===== src/design/i2a_pkg.sv =====
// Shared types, constants and helpers for the integer to ASCII formatter.
package i2a_pkg;

    localparam int VALUE_BITS_DEF = 32;
    localparam int MAX_WIDTH_DEF  = 63;
    localparam int MAX_RESULTS    = 63;

    localparam logic [7:0] CHAR_MINUS = 8'h2D;
    localparam logic [7:0] CHAR_ZERO  = 8'h30;
    localparam logic [7:0] CHAR_A     = 8'h41;

    typedef enum logic [1:0] {
        RADIX_BIN = 2'd0,
        RADIX_OCT = 2'd1,
        RADIX_DEC = 2'd2,
        RADIX_HEX = 2'd3
    } radix_t;

    typedef enum logic [1:0] {
        SEL_SIGN  = 2'd0,
        SEL_PAD   = 2'd1,
        SEL_DIGIT = 2'd2
    } char_sel_t;

    typedef struct packed {
        logic [31:0] value;
        logic [1:0]  radix_code;
        logic        signed_mode;
        logic [5:0]  min_width;
        logic [7:0]  pad_char;
    } in_req_t;

    typedef struct packed {
        logic [7:0] text_char;
        logic       last;
    } out_req_t;

    typedef struct packed {
        logic      load;
        logic      extract;
        logic      prep;
        logic      rd;
        logic      emit;
        char_sel_t sel;
        logic      last;
    } cmd_t;

    typedef struct packed {
        logic div_done;
        logic neg;
        logic pad_zero;
        logic rd_zero;
        logic cnt_limit;
        logic out_free;
    } status_t;

    function automatic logic [7:0] digit_char(input logic [3:0] d);
        logic [7:0] d8;
        d8 = {4'd0, d};
        if (d < 4'd10) begin
            return CHAR_ZERO + d8;
        end
        return CHAR_A + d8 - 8'd10;
    endfunction

endpackage


===== src/design/i2a_ram.sv =====
// Generic single write port, single read port RAM with registered read data.
module i2a_ram #(
    parameter int WIDTH = 4,
    parameter int DEPTH = 32
) (
    input  logic                     aclk,
    input  logic                     we,
    input  logic [$clog2(DEPTH)-1:0] waddr,
    input  logic [WIDTH-1:0]         wdata,
    input  logic                     re,
    input  logic [$clog2(DEPTH)-1:0] raddr,
    output logic [WIDTH-1:0]         rdata
);

    logic [WIDTH-1:0] mem_reg [DEPTH];
    logic [WIDTH-1:0] rdata_reg;

    always_ff @(posedge aclk) begin
        if (we) begin
            mem_reg[waddr] <= wdata;
        end
        if (re) begin
            rdata_reg <= mem_reg[raddr];
        end
    end

    assign rdata = rdata_reg;

endmodule


===== src/design/i2a_ctrl.sv =====
// Sequencing state machine for the formatter: extraction, sign, padding, digits.
module i2a_ctrl (
    input  logic            aclk,
    input  logic            aresetn,
    input  logic            s_valid,
    output logic            s_ready,
    input  i2a_pkg::status_t sts,
    output i2a_pkg::cmd_t   cmd
);
    import i2a_pkg::*;

    typedef enum logic [6:0] {
        ST_IDLE    = 7'b0000001,
        ST_EXTRACT = 7'b0000010,
        ST_PREP    = 7'b0000100,
        ST_SIGN    = 7'b0001000,
        ST_PAD     = 7'b0010000,
        ST_FETCH   = 7'b0100000,
        ST_SEND    = 7'b1000000
    } state_t;

    state_t state_reg, state_next;

    always_ff @(posedge aclk) begin
        if (!aresetn) begin
            state_reg <= ST_IDLE;
        end else begin
            state_reg <= state_next;
        end
    end

    always_comb begin
        state_next  = state_reg;
        cmd.load    = 1'b0;
        cmd.extract = 1'b0;
        cmd.prep    = 1'b0;
        cmd.rd      = 1'b0;
        cmd.emit    = 1'b0;
        cmd.sel     = SEL_DIGIT;
        cmd.last    = sts.cnt_limit;
        s_ready     = 1'b0;
        case (state_reg)
            ST_IDLE: begin
                s_ready = 1'b1;
                if (s_valid) begin
                    cmd.load   = 1'b1;
                    state_next = ST_EXTRACT;
                end
            end
            ST_EXTRACT: begin
                cmd.extract = 1'b1;
                if (sts.div_done) begin
                    state_next = ST_PREP;
                end
            end
            ST_PREP: begin
                cmd.prep   = 1'b1;
                state_next = sts.neg ? ST_SIGN : ST_PAD;
            end
            ST_SIGN: begin
                cmd.sel = SEL_SIGN;
                if (sts.out_free) begin
                    cmd.emit   = 1'b1;
                    state_next = sts.cnt_limit ? ST_IDLE : ST_PAD;
                end
            end
            ST_PAD: begin
                cmd.sel = SEL_PAD;
                if (sts.pad_zero) begin
                    state_next = ST_FETCH;
                end else if (sts.out_free) begin
                    cmd.emit = 1'b1;
                    if (sts.cnt_limit) begin
                        state_next = ST_IDLE;
                    end
                end
            end
            ST_FETCH: begin
                cmd.rd     = 1'b1;
                state_next = ST_SEND;
            end
            ST_SEND: begin
                cmd.sel  = SEL_DIGIT;
                cmd.last = sts.cnt_limit | sts.rd_zero;
                if (sts.out_free) begin
                    cmd.emit   = 1'b1;
                    state_next = cmd.last ? ST_IDLE : ST_FETCH;
                end
            end
            default: begin
                state_next = ST_IDLE;
            end
        endcase
    end

endmodule


===== src/design/i2a_dpath.sv =====
// Datapath: digit extraction by radix, digit store, pad count and output register.
module i2a_dpath #(
    parameter int VALUE_BITS = i2a_pkg::VALUE_BITS_DEF,
    parameter int MAX_WIDTH  = i2a_pkg::MAX_WIDTH_DEF
) (
    input  logic              aclk,
    input  logic              aresetn,
    input  i2a_pkg::in_req_t  s_data,
    input  i2a_pkg::cmd_t     cmd,
    output i2a_pkg::status_t  sts,
    input  logic              m_ready,
    output logic              m_valid,
    output i2a_pkg::out_req_t m_data
);
    import i2a_pkg::*;

    localparam int DIV_W  = ((VALUE_BITS + 7) / 8) * 8;
    localparam int STEPS  = DIV_W / 8;
    localparam int STEP_W = (STEPS > 1) ? $clog2(STEPS) : 1;
    localparam int AW     = $clog2(VALUE_BITS);
    localparam int NDIG_W = $clog2(VALUE_BITS + 1);

    logic [DIV_W-1:0]  w_reg;
    logic [3:0]        rem_reg;
    logic [STEP_W-1:0] step_reg;
    logic [NDIG_W-1:0] ndig_reg;
    logic [AW-1:0]     rd_ptr_reg;
    logic [5:0]        width_reg;
    logic [5:0]        pad_reg;
    logic [5:0]        cnt_reg;
    logic [7:0]        pad_char_reg;
    radix_t            radix_reg;
    logic              neg_reg;
    logic              m_valid_reg;
    out_req_t          m_data_reg;

    // load-time values
    logic [VALUE_BITS-1:0] v_in;
    logic                  neg_in;
    logic [VALUE_BITS-1:0] mag_in;
    logic [5:0]            width_sat;

    // one decimal step: eight bits of long division by ten
    logic [DIV_W-1:0] w_dec;
    logic [3:0]       rem_dec;
    logic             final_step;

    // power-of-two radix: one digit a cycle
    logic [DIV_W-1:0] w_p2;
    logic [3:0]       dig_p2;

    logic             digit_now;
    logic [DIV_W-1:0] w_after;
    logic [3:0]       dig_wr;
    logic [3:0]       rd_digit;
    logic [6:0]       ndig_ext;
    logic [7:0]       char_sel;

    assign v_in   = VALUE_BITS'(s_data.value);
    assign neg_in = s_data.signed_mode & v_in[VALUE_BITS-1];
    assign mag_in = neg_in ? (~v_in + 1'b1) : v_in;

    always_comb begin
        if (s_data.min_width > 6'(MAX_WIDTH)) begin
            width_sat = 6'(MAX_WIDTH);
        end else begin
            width_sat = s_data.min_width;
        end
        if (neg_in && (width_sat != 6'd0)) begin
            width_sat = width_sat - 6'd1;
        end
    end

    always_comb begin
        logic [4:0] r5;
        logic [3:0] r;
        logic [DIV_W-1:0] ww;
        r  = rem_reg;
        ww = w_reg;
        for (int i = 0; i < 8; i++) begin
            r5 = {r, ww[DIV_W-1]};
            ww = {ww[DIV_W-2:0], 1'b0};
            if (r5 >= 5'd10) begin
                r     = 4'(r5 - 5'd10);
                ww[0] = 1'b1;
            end else begin
                r = r5[3:0];
            end
        end
        w_dec   = ww;
        rem_dec = r;
    end

    assign final_step = (step_reg == STEP_W'(STEPS - 1));

    always_comb begin
        case (radix_reg)
            RADIX_BIN: begin
                w_p2   = w_reg >> 1;
                dig_p2 = {3'd0, w_reg[0]};
            end
            RADIX_OCT: begin
                w_p2   = w_reg >> 3;
                dig_p2 = {1'b0, w_reg[2:0]};
            end
            RADIX_HEX: begin
                w_p2   = w_reg >> 4;
                dig_p2 = w_reg[3:0];
            end
            default: begin
                w_p2   = w_reg;
                dig_p2 = 4'd0;
            end
        endcase
    end

    assign digit_now = (radix_reg != RADIX_DEC) || final_step;
    assign w_after   = (radix_reg == RADIX_DEC) ? w_dec : w_p2;
    assign dig_wr    = (radix_reg == RADIX_DEC) ? rem_dec : dig_p2;
    assign ndig_ext  = 7'(ndig_reg);

    i2a_ram #(
        .WIDTH(4),
        .DEPTH(VALUE_BITS)
    ) u_digits (
        .aclk (aclk),
        .we   (cmd.extract & digit_now),
        .waddr(ndig_reg[AW-1:0]),
        .wdata(dig_wr),
        .re   (cmd.rd),
        .raddr(rd_ptr_reg),
        .rdata(rd_digit)
    );

    always_ff @(posedge aclk) begin
        if (cmd.load) begin
            w_reg        <= DIV_W'(mag_in);
            rem_reg      <= 4'd0;
            step_reg     <= '0;
            ndig_reg     <= '0;
            cnt_reg      <= 6'd0;
            width_reg    <= width_sat;
            pad_char_reg <= s_data.pad_char;
            radix_reg    <= radix_t'(s_data.radix_code);
            neg_reg      <= neg_in;
        end
        if (cmd.extract) begin
            w_reg <= w_after;
            if (digit_now) begin
                rem_reg  <= 4'd0;
                step_reg <= '0;
                ndig_reg <= ndig_reg + 1'b1;
            end else begin
                rem_reg  <= rem_dec;
                step_reg <= step_reg + 1'b1;
            end
        end
        if (cmd.prep) begin
            rd_ptr_reg <= AW'(ndig_reg - 1'b1);
            if (ndig_ext < {1'b0, width_reg}) begin
                pad_reg <= 6'({1'b0, width_reg} - ndig_ext);
            end else begin
                pad_reg <= 6'd0;
            end
        end
        if (cmd.emit) begin
            cnt_reg <= cnt_reg + 6'd1;
            if (cmd.sel == SEL_PAD) begin
                pad_reg <= pad_reg - 6'd1;
            end
            if (cmd.sel == SEL_DIGIT) begin
                rd_ptr_reg <= rd_ptr_reg - 1'b1;
            end
            m_data_reg.text_char <= char_sel;
            m_data_reg.last      <= cmd.last;
        end
    end

    always_comb begin
        case (cmd.sel)
            SEL_SIGN:  char_sel = CHAR_MINUS;
            SEL_PAD:   char_sel = pad_char_reg;
            SEL_DIGIT: char_sel = digit_char(rd_digit);
            default:   char_sel = digit_char(rd_digit);
        endcase
    end

    always_ff @(posedge aclk) begin
        if (!aresetn) begin
            m_valid_reg <= 1'b0;
        end else if (cmd.emit) begin
            m_valid_reg <= 1'b1;
        end else if (m_ready) begin
            m_valid_reg <= 1'b0;
        end
    end

    assign sts.div_done  = digit_now && (w_after == '0);
    assign sts.neg       = neg_reg;
    assign sts.pad_zero  = (pad_reg == 6'd0);
    assign sts.rd_zero   = (rd_ptr_reg == '0);
    assign sts.cnt_limit = (cnt_reg == 6'(MAX_RESULTS - 1));
    assign sts.out_free  = !m_valid_reg || m_ready;

    assign m_valid = m_valid_reg;
    assign m_data  = m_data_reg;

endmodule


===== src/design/integer_to_ascii_formatter_unit.sv =====
// Top level of the integer to ASCII formatter: controller, datapath and digit store.
// Sequence: load in idle, digit extraction (decimal by long division for each digit,
//   binary/octal/hex one digit a cycle), padding set-up, then the first character.
// Flow: one request at a time; sign and pads one a cycle while the output is free, then a
//   last pad check; each digit is a store read then an output load, which waits for room.
// Reset: aresetn synchronous, active low; idles the controller, empties the output register.
module integer_to_ascii_formatter_unit #(
    parameter int VALUE_BITS = i2a_pkg::VALUE_BITS_DEF,
    parameter int MAX_WIDTH  = i2a_pkg::MAX_WIDTH_DEF
) (
    input  logic              aclk,
    input  logic              aresetn,
    input  logic              s_valid,
    output logic              s_ready,
    input  i2a_pkg::in_req_t  s_data,
    output logic              m_valid,
    input  logic              m_ready,
    output i2a_pkg::out_req_t m_data
);
    import i2a_pkg::*;

    // command and status bundles between controller and datapath
    cmd_t    cmd;
    status_t sts;

    // The controller owns sequencing only; all arithmetic, counts and the
    // output register sit in the datapath.
    i2a_ctrl u_ctrl (
        .aclk   (aclk),
        .aresetn(aresetn),
        .s_valid(s_valid),
        .s_ready(s_ready),
        .sts    (sts),
        .cmd    (cmd)
    );

    // Digits come out least significant first, go into the digit store and
    // are read back most significant first. A request's text is capped at
    // MAX_RESULTS characters, the last of which carries the last flag.
    i2a_dpath #(
        .VALUE_BITS(VALUE_BITS),
        .MAX_WIDTH (MAX_WIDTH)
    ) u_dpath (
        .aclk   (aclk),
        .aresetn(aresetn),
        .s_data (s_data),
        .cmd    (cmd),
        .sts    (sts),
        .m_ready(m_ready),
        .m_valid(m_valid),
        .m_data (m_data)
    );

endmodule


===== config.mk =====
export PLATFORM = sky130hd
export DESIGN_NAME = integer_to_ascii_formatter_unit
export DESIGN_NICKNAME = d
export VERILOG_FILES = /design/src/design/i2a_pkg.sv /design/src/design/i2a_ram.sv /design/src/design/i2a_ctrl.sv /design/src/design/i2a_dpath.sv /design/src/design/integer_to_ascii_formatter_unit.sv
export SDC_FILE = /design/constraint.sdc
export NUM_CORES = 1
export LEC_CHECK = 0
export BUFFER_PORTS_ARGS = -buffer_cell sky130_fd_sc_hd__buf_2
export CAP_MARGIN = 20
export CORE_UTILIZATION = 60
export CTS_BUF_LIST = sky130_fd_sc_hd__clkbuf_2
export DETAILED_ROUTE_END_ITERATION = 12
export GPL_TIMING_DRIVEN = 0
export PLACE_DENSITY = 0.78
export SETUP_SLACK_MARGIN = 0.4
export SLEW_MARGIN = 10
export SYNTH_ARGS = -nofsm -noshare
export SYNTH_HDL_FRONTEND = slang
export SYNTH_HIERARCHICAL = 1
export SYNTH_SLANG_ARGS = --single-unit

===== constraint.sdc =====
create_clock -name aclk -period 11.1 [get_ports aclk]
set_input_delay 0 -clock aclk [delete_from_list [all_inputs] [get_ports aclk]]
set_output_delay 0 -clock aclk [all_outputs]
set_load 0.02 [all_outputs]

# == Yosys cells after proc, flatten, opt, wreduce, memory -nomap -nowiden ==
# Memories as Yosys holds them, arrays and structs flattened. A register that Yosys moved wholly into a read port is not among the register bits.
# Cells that the tools add are included.
# totals
reg_bits,95
ramBits,128
inputBits,53
out_inout_bits,11
word_cells,163
n_memories,1
# op_classes
addsub,20
magnitude_cmp,11
n_eq_ne,21
mux,75
bitwise_logic,4
n_reduce_logical,16
# mem_list
memory,depth,width,read_ports,rd_clocked_by_memory_dff,write_ports,line_no,source
u_dpath.u_digits.mem_reg,32,4,1,1,1,i2a_ram.sv:15,logic [WIDTH-1:0] mem_reg [DEPTH];
# ops
cell,count
32-bit two-way mux,4
32-bit one-hot mux with 3 select lines,1
6-bit two-way mux,12
7-bit two-way mux,7
7-bit one-hot mux with 7 select lines,1
4-bit two-way mux,12
5-bit by 4-bit >= comparator with 1-bit output (second input constant),8
32-bit by 1-bit adder with 32-bit output (second input constant),1
32-bit zero test,1
32-bit NOT,1
4-bit subtractor (second input constant),8
5-bit two-way mux,5
1-bit two-way mux,24
8-bit two-way mux,3
8-bit one-hot mux with 3 select lines,1
6-bit by 1-bit adder with 6-bit output (second input constant),2
4-bit one-hot mux with 3 select lines,1
6-bit by 1-bit subtractor with 6-bit output (second input constant),2
2-bit inequality test (second input constant),5
5-bit by 1-bit subtractor with 5-bit output (second input constant),2
3-bit one-hot mux with 3 select lines,1
7-bit by 4-bit adder with 8-bit output (first input constant),1
2-bit equality test (second input constant),4
8-bit by 4-bit subtractor with 8-bit output (second input constant),1
30 further kinds,39

# == Longest topological paths before layout ==
# Gate-level depths: netlist of run 1.
# depth
ltp_word,21
mapped_depth,48
mapped_depth_nobuf,46

# == Cells and area by module ==
# Netlist of run 1, hierarchy kept.
# by_module_without_submodules
mod,instances,cells_each,area_each_um2,seq_area_each_um2
i2a_dpath,1,787,7100.6,2462.4
i2a_ram,1,231,5178.7,3963.8
i2a_ctrl,1,86,631.9,140.1

# == Worst setup path before layout of run 1 ==
# No wires, ideal clock.
# synth_path
kind,reg2reg
from,register u_dpath.rem_reg[0]
to,"memory u_dpath.u_digits.mem_reg[0][2], data pin"
setup_time_ns,0.467
arrival_ns,9.571
t_required_ns,10.633
setup_slack_ns,1.062
stages_incl_launch_ff,43
n_path_buf,2
synth_period_minus_slack_ns,10.038
cell_sequence,edfxtp_1 -> inv_1 -> ha_1 -> and2b_1 -> a211oi_2 -> or2_2 -> ha_1 -> a211oi_2 -> a31oi_4 -> mux2i_1 -> ha_1 -> or4_1 -> o211a_1 -> and3_4 -> xnor2_1 -> ha_1 -> o21ai_0 -> a22o_1 -> [7 not listed] -> xnor2_1 -> ha_1 -> clkbuf_1 -> inv_1 -> a21oi_1 -> o2111ai_1 -> a22oi_2 -> nor3_1 -> ha_1 -> clkbuf_1 -> inv_1 -> a21oi_1 -> a2bb2oi_1 -> ha_1 -> nand2b_1 -> a21oi_1 -> o31ai_1 -> o31ai_1
# synth_between
elab_chain_len,17
elab_cells_between_ends,25
cone_classes,add/sub (8); order compare (8); mux (9)
# synth_lines
item,line_no,source
start: declaration,i2a_dpath.sv:24,logic [3:0] rem_reg;
start signal: assignment,i2a_dpath.sv:154,rem_reg <= rem_dec;
4-bit subtractor / 5-bit by 4-bit >= comparator with 1-bit output (equally long branches),"i2a_dpath.sv:84, i2a_dpath.sv:83",
4-bit two-way mux (*),i2a_dpath.sv:83,if (r5 >= 5'd10) begin
4-bit subtractor / 5-bit by 4-bit >= comparator with 1-bit output (equally long branches),"i2a_dpath.sv:84, i2a_dpath.sv:83",
4-bit two-way mux (*),i2a_dpath.sv:83,
4-bit subtractor / 5-bit by 4-bit >= comparator with 1-bit output (equally long branches),"i2a_dpath.sv:84, i2a_dpath.sv:83",
4-bit two-way mux (*),i2a_dpath.sv:83,
5-bit by 4-bit >= comparator with 1-bit output / 4-bit subtractor (equally long branches),"i2a_dpath.sv:83, i2a_dpath.sv:84",
4-bit two-way mux (*),i2a_dpath.sv:83,
[2 not listed],-,
4-bit subtractor / 5-bit by 4-bit >= comparator with 1-bit output (equally long branches),"i2a_dpath.sv:84, i2a_dpath.sv:83",
4-bit two-way mux (*),i2a_dpath.sv:83,
5-bit by 4-bit >= comparator with 1-bit output / 4-bit subtractor (equally long branches),"i2a_dpath.sv:83, i2a_dpath.sv:84",
4-bit two-way mux (*),i2a_dpath.sv:83,
4-bit subtractor / 5-bit by 4-bit >= comparator with 1-bit output (equally long branches),"i2a_dpath.sv:84, i2a_dpath.sv:83",
4-bit two-way mux (*),i2a_dpath.sv:83,
4-bit two-way mux (*),i2a_dpath.sv:119,assign dig_wr = (radix_reg == RADIX_DEC) ? rem_dec : dig_p2;
via u_dpath.dig_wr[2],i2a_dpath.sv:54,logic [3:0] dig_wr;
end: declaration,i2a_ram.sv:15,
# Mark *: on every way through the listed nets, which the timed path passes. The rest lies on a longest branch.

==> results.yml, run 1 <==
clock_tree:
  clkLatencyLatePin_ns: 0.84
  path_clk_slew_ns: 0.11
  clock-sinks: 227
  cts_max_level: 2
  cts_tree: "yes"
  numCtsBuffers: 54
  cts-root-buf: "clkbuf_2"
  cts_max_path_buffers: 3
critical_path:
  crit_arrival_ns: 10.77
  crit_type: "flip-flop to flip-flop"
  end_kind: "flip-flop"
  critPathBufInv: 8
  path_delay_family: "compound AO/OA/AOI/OAI gates"
  crit_cells: 46
  crit_fanout: 9
  required_ns: 11.86
  slowest_delay_ns: 0.52
  cp-start-kind: "flip-flop"
  critPathSlowestCell: "or4_1"
  crit_path_frequent_cell: "inv_1"
  rr_worst_depth: 46
synth:
  synth_cell_types: 87
  synth-edff-count: 202
  syn_inst: 1104
  async_flop_share_pct: 0
  synth_ff_type: "edfxtp_1"
  ys_ff_latch: 227
  synth_fp_nets: 1185
  ys_seq_area_share_pct: 50.9
  syn-cell-area_sq_um: 12900
  syn_avg_cell_area_sq_um: 11.7
  yosys_warnings: 6
sta:
  maxSlewHeadroom_pct: 27.4
  finalSetupViolations: 0
  fin_ws_ns: 1.09
  fin_crit_ns: 10.01
  finalSetupTns_ns: 0
  tightest_slew_ns: 1.08
  hold_viol: 0
  finalClockSkew_ns: 0.0620
  rsz0062_at_grt: "false"
  timing.fmax_mhz: 99.9
  min_period_over_period_pct: 90.2
  slew_violations: 0
floorplanning:
  die_area_sq_um: 22100
  ios: 64
  rows: 53
  start_util_pct: 61.2
  coreArea_sq_um: 21100
  die_w_microns: 149
  die_y_microns: 149
place:
  gp_congestion: 0.979
  portBuffers: 63
  dp_hpwl_mm: 22.9
  preCtsSetupSlack_ns: 0.405
global_route:
  antenna_found_initial: 1
  overflow: 0
  grt_pass1_vias: 10300
  grt_first_pass_wirelength_mm: 53.7
  track_usage_pct: 31.8
  grt_max_degree: 39
detailed_routing:
  drc: 0
  viasPerCell: 6.34
  avgRoutedWirePerCell_microns: 20.6
  ant_nets: 0
  wl_mm: 34.1
  drt_iter0_drc: 1025
  vias: 10500
  firstDrtPassIters: 5
worst_hold_path:
  hold_depth: 4
  hold_path_class: "input pin to flip-flop"
cells_and_area:
  area_delta_synth_final_pct: 18.9
  layout_common_cells: "edfxtp_1, nor2_1, dlygate4sd3_1"
  final_common_cell: "edfxtp_1"
  final_layout_size_suffix_gt1_share_pct: 20.8
  largest_reg_flops: 128
  nFillCells: 1435
  finalNetCount: 1416
outcome:
  status: "finished clean"
job:
  maxCapViolations: 0
power:
  p_leak_nw: 5.49
  worst_ir_drop_vdd_mv: 0.214
  total_power_mw: 4.13
  power_density_nw_per_um2: 269
## repair_timing
action                                  in CTS  in global routing
endpoints found under the setup margin       2                107
endpoints found under the hold margin       73                  0
pin swaps                                    0                  4
gates resized for setup                      1                 20
hold buffers                               102                  0
buffers inserted                             0                  7
## power by group
group / internal [mW] / total [mW] / switching, mW
clock: 0.236 / 0.567 / 0.331
combinational: 0.959 / 2.31 / 1.35
sequential: 1.17 / 1.26 / 0.0841
## tightest hold or removal path: cells and delay by family
kind / cells / cell delay (ns)
AND/OR/NAND/NOR: 1 / 0.20
buffers and inverters: 3 / 0.57
## layer usage
layer	wire, microns	up-vias	global-route usage (%)
met5	0	-	0
met4	1310	0	14.2
met3	2310	102	5.21
met2	17500	555	56.8
met1	13000	5079	37.7
li1	-	4743	-
## Yosys cell counts (9+ instances only)
master	count	area, sq um
or3_1	19	119
nor3_1	28	140
a31oi_1	12	75.1
mux4_2	61	1370
inv_1	48	180
clkbuf_1	36	135
nand2b_1	10	62.6
o31ai_1	10	75.1
nand2_1	94	353
dfxtp_1	25	500
a21oi_1	56	280
mux2i_1	9	90.1
o21ai_0	70	350
xor2_1	26	228
a21o_1	10	75.1
nor4_1	13	81.3
nand3_1	26	130
nor2_1	112	420
xnor2_1	29	254
edfxtp_1	202	6070
ha_1	27	338
## cell families (layout without fill, tap and decap cells)
group	count (synthesis)	count (layout)	synth area share [%]
simple gates	379	379	14.8
compound gates	233	233	12.3
flops	227	227	50.9
buf+inv	104	378	3.34
mux	77	77	12.1
xor+xnor	55	55	3.73
fa+ha+maj	29	29	2.86
other cells	0	1	0
## final cells by class
class / instances / area (sq um) / share of cell area, %
clock buffers: 76 / 380 / 2.48
inverters: 51 / 191 / 1.25
well taps: 275 / 344 / 2.24
plain buffers: 53 / 243 / 1.58
flip-flops and latches: 227 / 6570 / 42.8
multi-input cells: 773 / 6020 / 39.3
diodes: 1 / 2.50 / 0.0163
clock inverters: 23 / 153 / 0.995
repair buffers: 175 / 1440 / 9.40
## metrics by stage
stage               cells  utilization [%]  area, sq um  hold slack (ns)
floorplan            1104                -        12900           0.0989
global placement     1442             64.4        13600            0.182
detailed placement   1445             64.8        13700            0.178
CTS                  1646             72.2        15200           0.0577
global route         1654             72.8        15300            0.179
finish               1654             72.8        15300            0.224
## final timing paths
path,start,to,slack (ns)
setup / recovery,u_dpath/rem_reg[0],u_ctrl/state_reg[5],1.09
hold / removal,s_data[14],u_dpath/neg_reg,0.22
setup reg to reg,u_dpath/rem_reg[0],u_ctrl/state_reg[5],1.09
hold reg to reg,u_dpath/pad_reg[0],u_dpath/pad_reg[0],0.50
Power figures use the tool's default switching activity.
==> run 2, diff against run 1 <==
Settings changed: CORE_UTILIZATION 60 to 64, PLACE_DENSITY 0.78 to 0.83.
==> run 2 against run 1 <==
  * Non-clock buffer count decreased by 3
  * Power increased by 0.34%
  * Clock power increased by 4%
  * Sequential share of layout area increased by 0.11 points
  * Critical endpoint is now u_ctrl/state_reg[4]
  * Core utilization increased by 5.4 points
  * Cell area decreased by 0.26%
  * Sequential cell count unchanged
  * Register-to-register slack got worse by 0.05 ns
  * Worst hold slack got worse by 0.15 ns
  * Via count increased by 2.5%
==> results.yml, run 2 (synthesis gave the netlist of run 1 again) <==
place:
  gp_congestion: 1.06
  dp_hpwl_mm: 22.9
  place_inst: 1435
  preCtsSetupSlack_ns: 0.448
  portBuffers: 63
detailed_routing:
  avgRoutedWirePerCell_microns: 22.2
  wl_mm: 36.4
  vias: 10700
  drt_iter0_drc: 1010
  viasPerCell: 6.54
  ant_nets: 0
  drc: 0
  firstDrtPassIters: 6
cells_and_area:
  final_core_utilization_pct: 78.1
  area_delta_synth_final_pct: 18.6
  layout_common_cells: "edfxtp_1, nor2_1, dlygate4sd3_1"
  final_cell_count_no_fill: 1641
  final_layout_size_suffix_gt1_share_pct: 21.1
  largest_reg_flops: 128
  finalNetCount: 1413
  final_common_cell: "edfxtp_1"
critical_path:
  crit_type: "flip-flop to flip-flop"
  critPathSlowestCell: "or4_1"
  cp-start-kind: "flip-flop"
  required_ns: 11.85
  crit_path_frequent_cell: "inv_1"
  rr_worst_depth: 46
  end_kind: "flip-flop"
  slowest_delay_ns: 0.52
  crit_arrival_ns: 10.80
  crit_fanout: 9
floorplanning:
  die_w_microns: 144
  ios: 64
  start_util_pct: 65.9
  rows: 51
  die_y_microns: 144
  coreArea_sq_um: 19600
  die_area_sq_um: 20700
sta:
  hold_viol: 0
  slew_violations: 0
  fin_crit_ns: 10.05
  timing.fmax_mhz: 99.5
  finalSetupViolations: 0
  finalClockSkew_ns: 0.0885
  hold_slack_ns: 0.0777
  fin_ws_ns: 1.05
  rsz0062_at_grt: "false"
  min_period_over_period_pct: 90.6
  tightest_slew_ns: 1.03
  maxSlewHeadroom_pct: 31.1
global_route:
  grt_pass1_vias: 10600
  overflow: 0
  track_usage_pct: 36.3
  grt_max_degree: 39
  grt_first_pass_wirelength_mm: 56.1
  antenna_found_initial: 1
job:
  maxCapViolations: 0
outcome:
  status: "finished clean"
power:
  total_power_mw: 4.15
  power_density_nw_per_um2: 271
  worst_ir_drop_vdd_mv: 0.169
  p_leak_nw: 5.49
clock_tree:
  cts_tree: "yes"
  clock-sinks: 227
  cts_max_path_buffers: 3
  cts_max_level: 2
  clkLatencyLatePin_ns: 0.87
  path_clk_slew_ns: 0.11
  cts-root-buf: "clkbuf_2"
  numCtsBuffers: 54
worst_hold_path:
  hold_depth: 4
  hold_path_class: "input pin to flip-flop"
[run 2: path summary, 6_finish.rpt]
| check | slack [ns] | endpoint | startpoint |
|---|---|---|---|
| setup / recovery | 1.05 | u_ctrl/state_reg[4] | u_dpath/rem_reg[0] |
| hold / removal | 0.08 | u_ctrl/state_reg[3] | aresetn |
| setup reg to reg | 1.05 | u_ctrl/state_reg[4] | u_dpath/rem_reg[0] |
| hold reg to reg | 0.49 | u_dpath/pad_reg[0] | u_dpath/pad_reg[0] |
[run 2: critical path: cells and delay by family (launching register included)]
family	cells	cell delay [ns]
AO/OA/AOI/OAI	18	3.51
AND/OR/NAND/NOR	8	2.22
adder cells (fa/ha/maj)	8	1.87
buffers and inverters	8	1.11
flip-flops	1	0.48
multiplexers	2	0.47
XOR/XNOR	2	0.33
[run 2: power by group]
group | switching (mW) | internal (mW) | total, mW
Combinational | 1.34 | 0.955 | 2.30
Sequential | 0.0879 | 1.17 | 1.26
Clock | 0.339 | 0.247 | 0.587
Total | 1.77 | 2.38 | 4.15
[run 2: per-stage QoR]
step                setup TNS (ns)  cell area [sq um]
finish                           0              15300
global route                     0              15300
CTS                              0              15200
detailed placement               0              13700
global placement            -46.24              13600
floorplan                        0              12900
[run 2: repair_timing]
action	CTS	global route
setup endpoints to repair	2	105
pin swaps	0	3
hold buffers	101	0
endpoints found under the hold margin	82	0
buffers inserted	0	5
gates resized for setup	1	15
[run 2: final cells by class]
class                      instances  area [sq um]
sequential                       227          6570
multi-input combinational        773          6010
fill                            1167          4280
timing repair buffer             172          1420
clock buffer                      83           415
tap                              265           332
buffer                            53           243
inverter                          51           191
clock inverter                    16           125
antenna                            1          2.50
[run 2: routing by layer]
| metal | global-route usage (%) | vias up | share of wire, % |
|---|---|---|---|
| li1 | - | 4725 | - |
| met3 | 7.28 | 169 | 8.6 |
| met4 | 23.6 | 0 | 6.1 |
| met1 | 41.1 | 5087 | 35 |
| met5 | 0 | - | 0 |
| met2 | 62.6 | 756 | 50 |
==> run 3, diff against run 2 <==
Settings changed: HOLD_SLACK_MARGIN from default to 0.03, SYNTH_HIERARCHICAL 1 to default.
==> run 3 against run 2 <==
  * Wire length decreased by 9.1%
  * Critical path type unchanged
  * Setup slack got worse by 0.21 ns
  * Critical endpoint is now u_ctrl.state_reg[1]
  * Via count is 6.9% lower
  * Largest cell class unchanged
  * Cell area shrank 2.3%
  * Register-to-register slack worse by 0.21 ns
==> results.yml, run 3 <==
synth:
  syn-cell-area_sq_um: 12600
  syn_avg_cell_area_sq_um: 12.2
  yosysTopAreaCellShare_pct: 48.3
  synth_common_cells: "edfxtp_1, nor2_1, nand2_1"
  yosys.area.top_type: "edfxtp_1"
  yosys-top-cells-area: "edfxtp_1, mux4_2, dfxtp_1, nor2_1, ha_1"
  synth-simple-area-share_pct: 13.9
  synth_fp_nets: 1112
  synth_cell_types: 95
  async_flop_share_pct: 0
  synth-compound-area-share_pct: 11.1
  ys_ff_latch: 227
  muxShareOfSynthArea_pct: 13.3
  synth_ff_type: "edfxtp_1"
  ys_seq_area_share_pct: 52.2
  synth_top_family_by_area: "simple AND/OR/NAND/NOR gates"
  synth_fa_ha_area_share_pct: 2.95
  syn_inst: 1030
  synth_xor_area_share_pct: 3.48
  synth-edff-count: 202
  yosys_warnings: 0
  yosysMostFrequentCell: "edfxtp_1"
detailed_routing:
  vias: 9996
  firstDrtPassIters: 6
  drt_iter0_drc: 1221
  wl_mm: 33.1
  ant_nets: 0
  drc: 0
  avgRoutedWirePerCell_microns: 21.1
  viasPerCell: 6.36
cells_and_area:
  area_delta_synth_final_pct: 18.9
  multi_input_area_sq_um: 5680
  nFillCells: 1115
  largest_reg_flops: 128
  layout_common_cells: "edfxtp_1, nor2_1, dlygate4sd3_1"
  final_cell_count_no_fill: 1571
  final_layout_size_suffix_gt1_share_pct: 21.8
  seq_area_sq_um: 6570
  final_common_cell: "edfxtp_1"
  finalNetCount: 1346
critical_path:
  crit_path_frequent_cell: "ha_2"
  critPathSlowestCell: "dlygate4sd3_1"
  crit_type: "flip-flop to flip-flop"
  r2r_setup_slack_ns: 0.84
  cp-start-kind: "flip-flop"
  crit_arrival_ns: 10.99
  required_ns: 11.83
  slowest_delay_ns: 0.55
  crit_fanout: 9
  end_kind: "flip-flop"
global_route:
  use_met1_pct: 44.5
  grt_util_met2_pct: 53.6
  overflow: 0
  grt_first_pass_wirelength_mm: 51.2
  track_usage_pct: 33.5
  grt_pass1_vias: 9803
  grt_use_met3_pct: 7.27
  antenna_found_initial: 2
  grt_max_degree: 33
  busiest_layer: "met2"
floorplanning:
  die_area_sq_um: 20200
  die_w_microns: 142
  coreArea_sq_um: 19000
  start_util_pct: 66.3
  rows: 50
  ios: 64
  die_y_microns: 142
sta:
  rsz0062_at_grt: "true"
  hold_slack_ns: 0.0937
  finalSetupViolations: 0
  slew_violations: 0
  timing.fmax_mhz: 97.5
  fin_crit_ns: 10.26
  hold_viol: 0
  tightest_slew_ns: 1.12
  finalClockSkew_ns: 0.110
  maxSlewHeadroom_pct: 25.0
  min_period_over_period_pct: 92.4
worst_hold_path:
  hold_path_class: "input pin to flip-flop"
place:
  place_inst: 1357
  dp_hpwl_mm: 22.2
  gp_congestion: 0.959
  portBuffers: 63
job:
  maxCapViolations: 0
clock_tree:
  cts_max_level: 2
  numCtsBuffers: 53
  cts-root-buf: "clkbuf_2"
  clock-sinks: 227
  cts_tree: "yes"
  path_clk_slew_ns: 0.13
  clkLatencyLatePin_ns: 0.92
  cts_max_path_buffers: 3
outcome:
  status: "finished clean"
[run 3: cell count changes after synthesis, sizes merged, moves of 7 or more]
cell and delta:
a21oi -15, or3 -11, o21ai -10, a31oi -7
[run 3: per-stage QoR]
step	utilization, %	TNS, ns	worst slack [ns]	area [sq um]
after detailed placement	70.2	0	0.624	13300
after global routing	78.9	0	0.347	14900
after floorplan	-	0	1.64	12600
after global placement	69.7	-28.51	-0.399	13200
final	78.9	0	0.839	15000
after CTS	78.3	0	0.504	14800
[run 3: repair_timing]
item / 4_1_cts / 5_1_grt
hold buffers: 104 / 0
endpoints found under the hold margin: 75 / 0
gates resized for setup: 0 / 9
setup endpoints to repair: 0 / 106
setup buffers: 0 / 8
[run 3: critical path, delay by kind of cell, from the launching register on]
family                   cells  cell delay, ns
buffers and inverters        6            1.18
XOR/XNOR                     3            0.38
flip-flops                   1            0.40
AO/OA/AOI/OAI               13            2.75
adder cells (fa/ha/maj)      8            2.06
AND/OR/NAND/NOR             17            3.36
[run 3: path summary, 6_finish.rpt]
path / startpoint / to / cells after the start
min: s_data[14] / u_dpath.w_reg[31] / 5
max reg2reg: u_dpath.rem_reg[0] / u_ctrl.state_reg[1] / 47
min reg2reg: u_dpath.ndig_reg[5] / u_dpath.ndig_reg[5] / 1
max: u_dpath.rem_reg[0] / u_ctrl.state_reg[1] / 47
[run 3: final cells by class]
class                   count  share of cell area, %
clock inverters            29                  0.904
repair buffers            179                   10.0
multi-input cells         711                   38.0
diodes                      2                 0.0335
clock buffers              71                   2.38
plain buffers              44                   1.36
well taps                 260                   2.18
inverters                  48                   1.21
flip-flops and latches    227                   43.9
[run 3: cells by family (layout without fill, tap and decap cells)]
group	after synthesis	count (layout)
and+or+nand+nor	347	347
DFF	227	227
AOI/OAI and AO/OA	200	200
buffers and inverters	92	371
muxes	85	85
xor gates and xnor gates	50	50
adders and majority gates	29	29
other	0	2
[run 3: layer usage]
layer / part of all wire [%] / routed length [microns] / up-vias
met5: 0 / 0 / -
li1: - / - / 4473
met2: 46 / 15400 / 626
met3: 10 / 3430 / 143
met4: 4.4 / 1470 / 0
met1: 39 / 12800 / 4754
Power of run 3 is not shown: default switching activity piles up to over one toggle a cycle in this logic, so the estimate is an artifact.
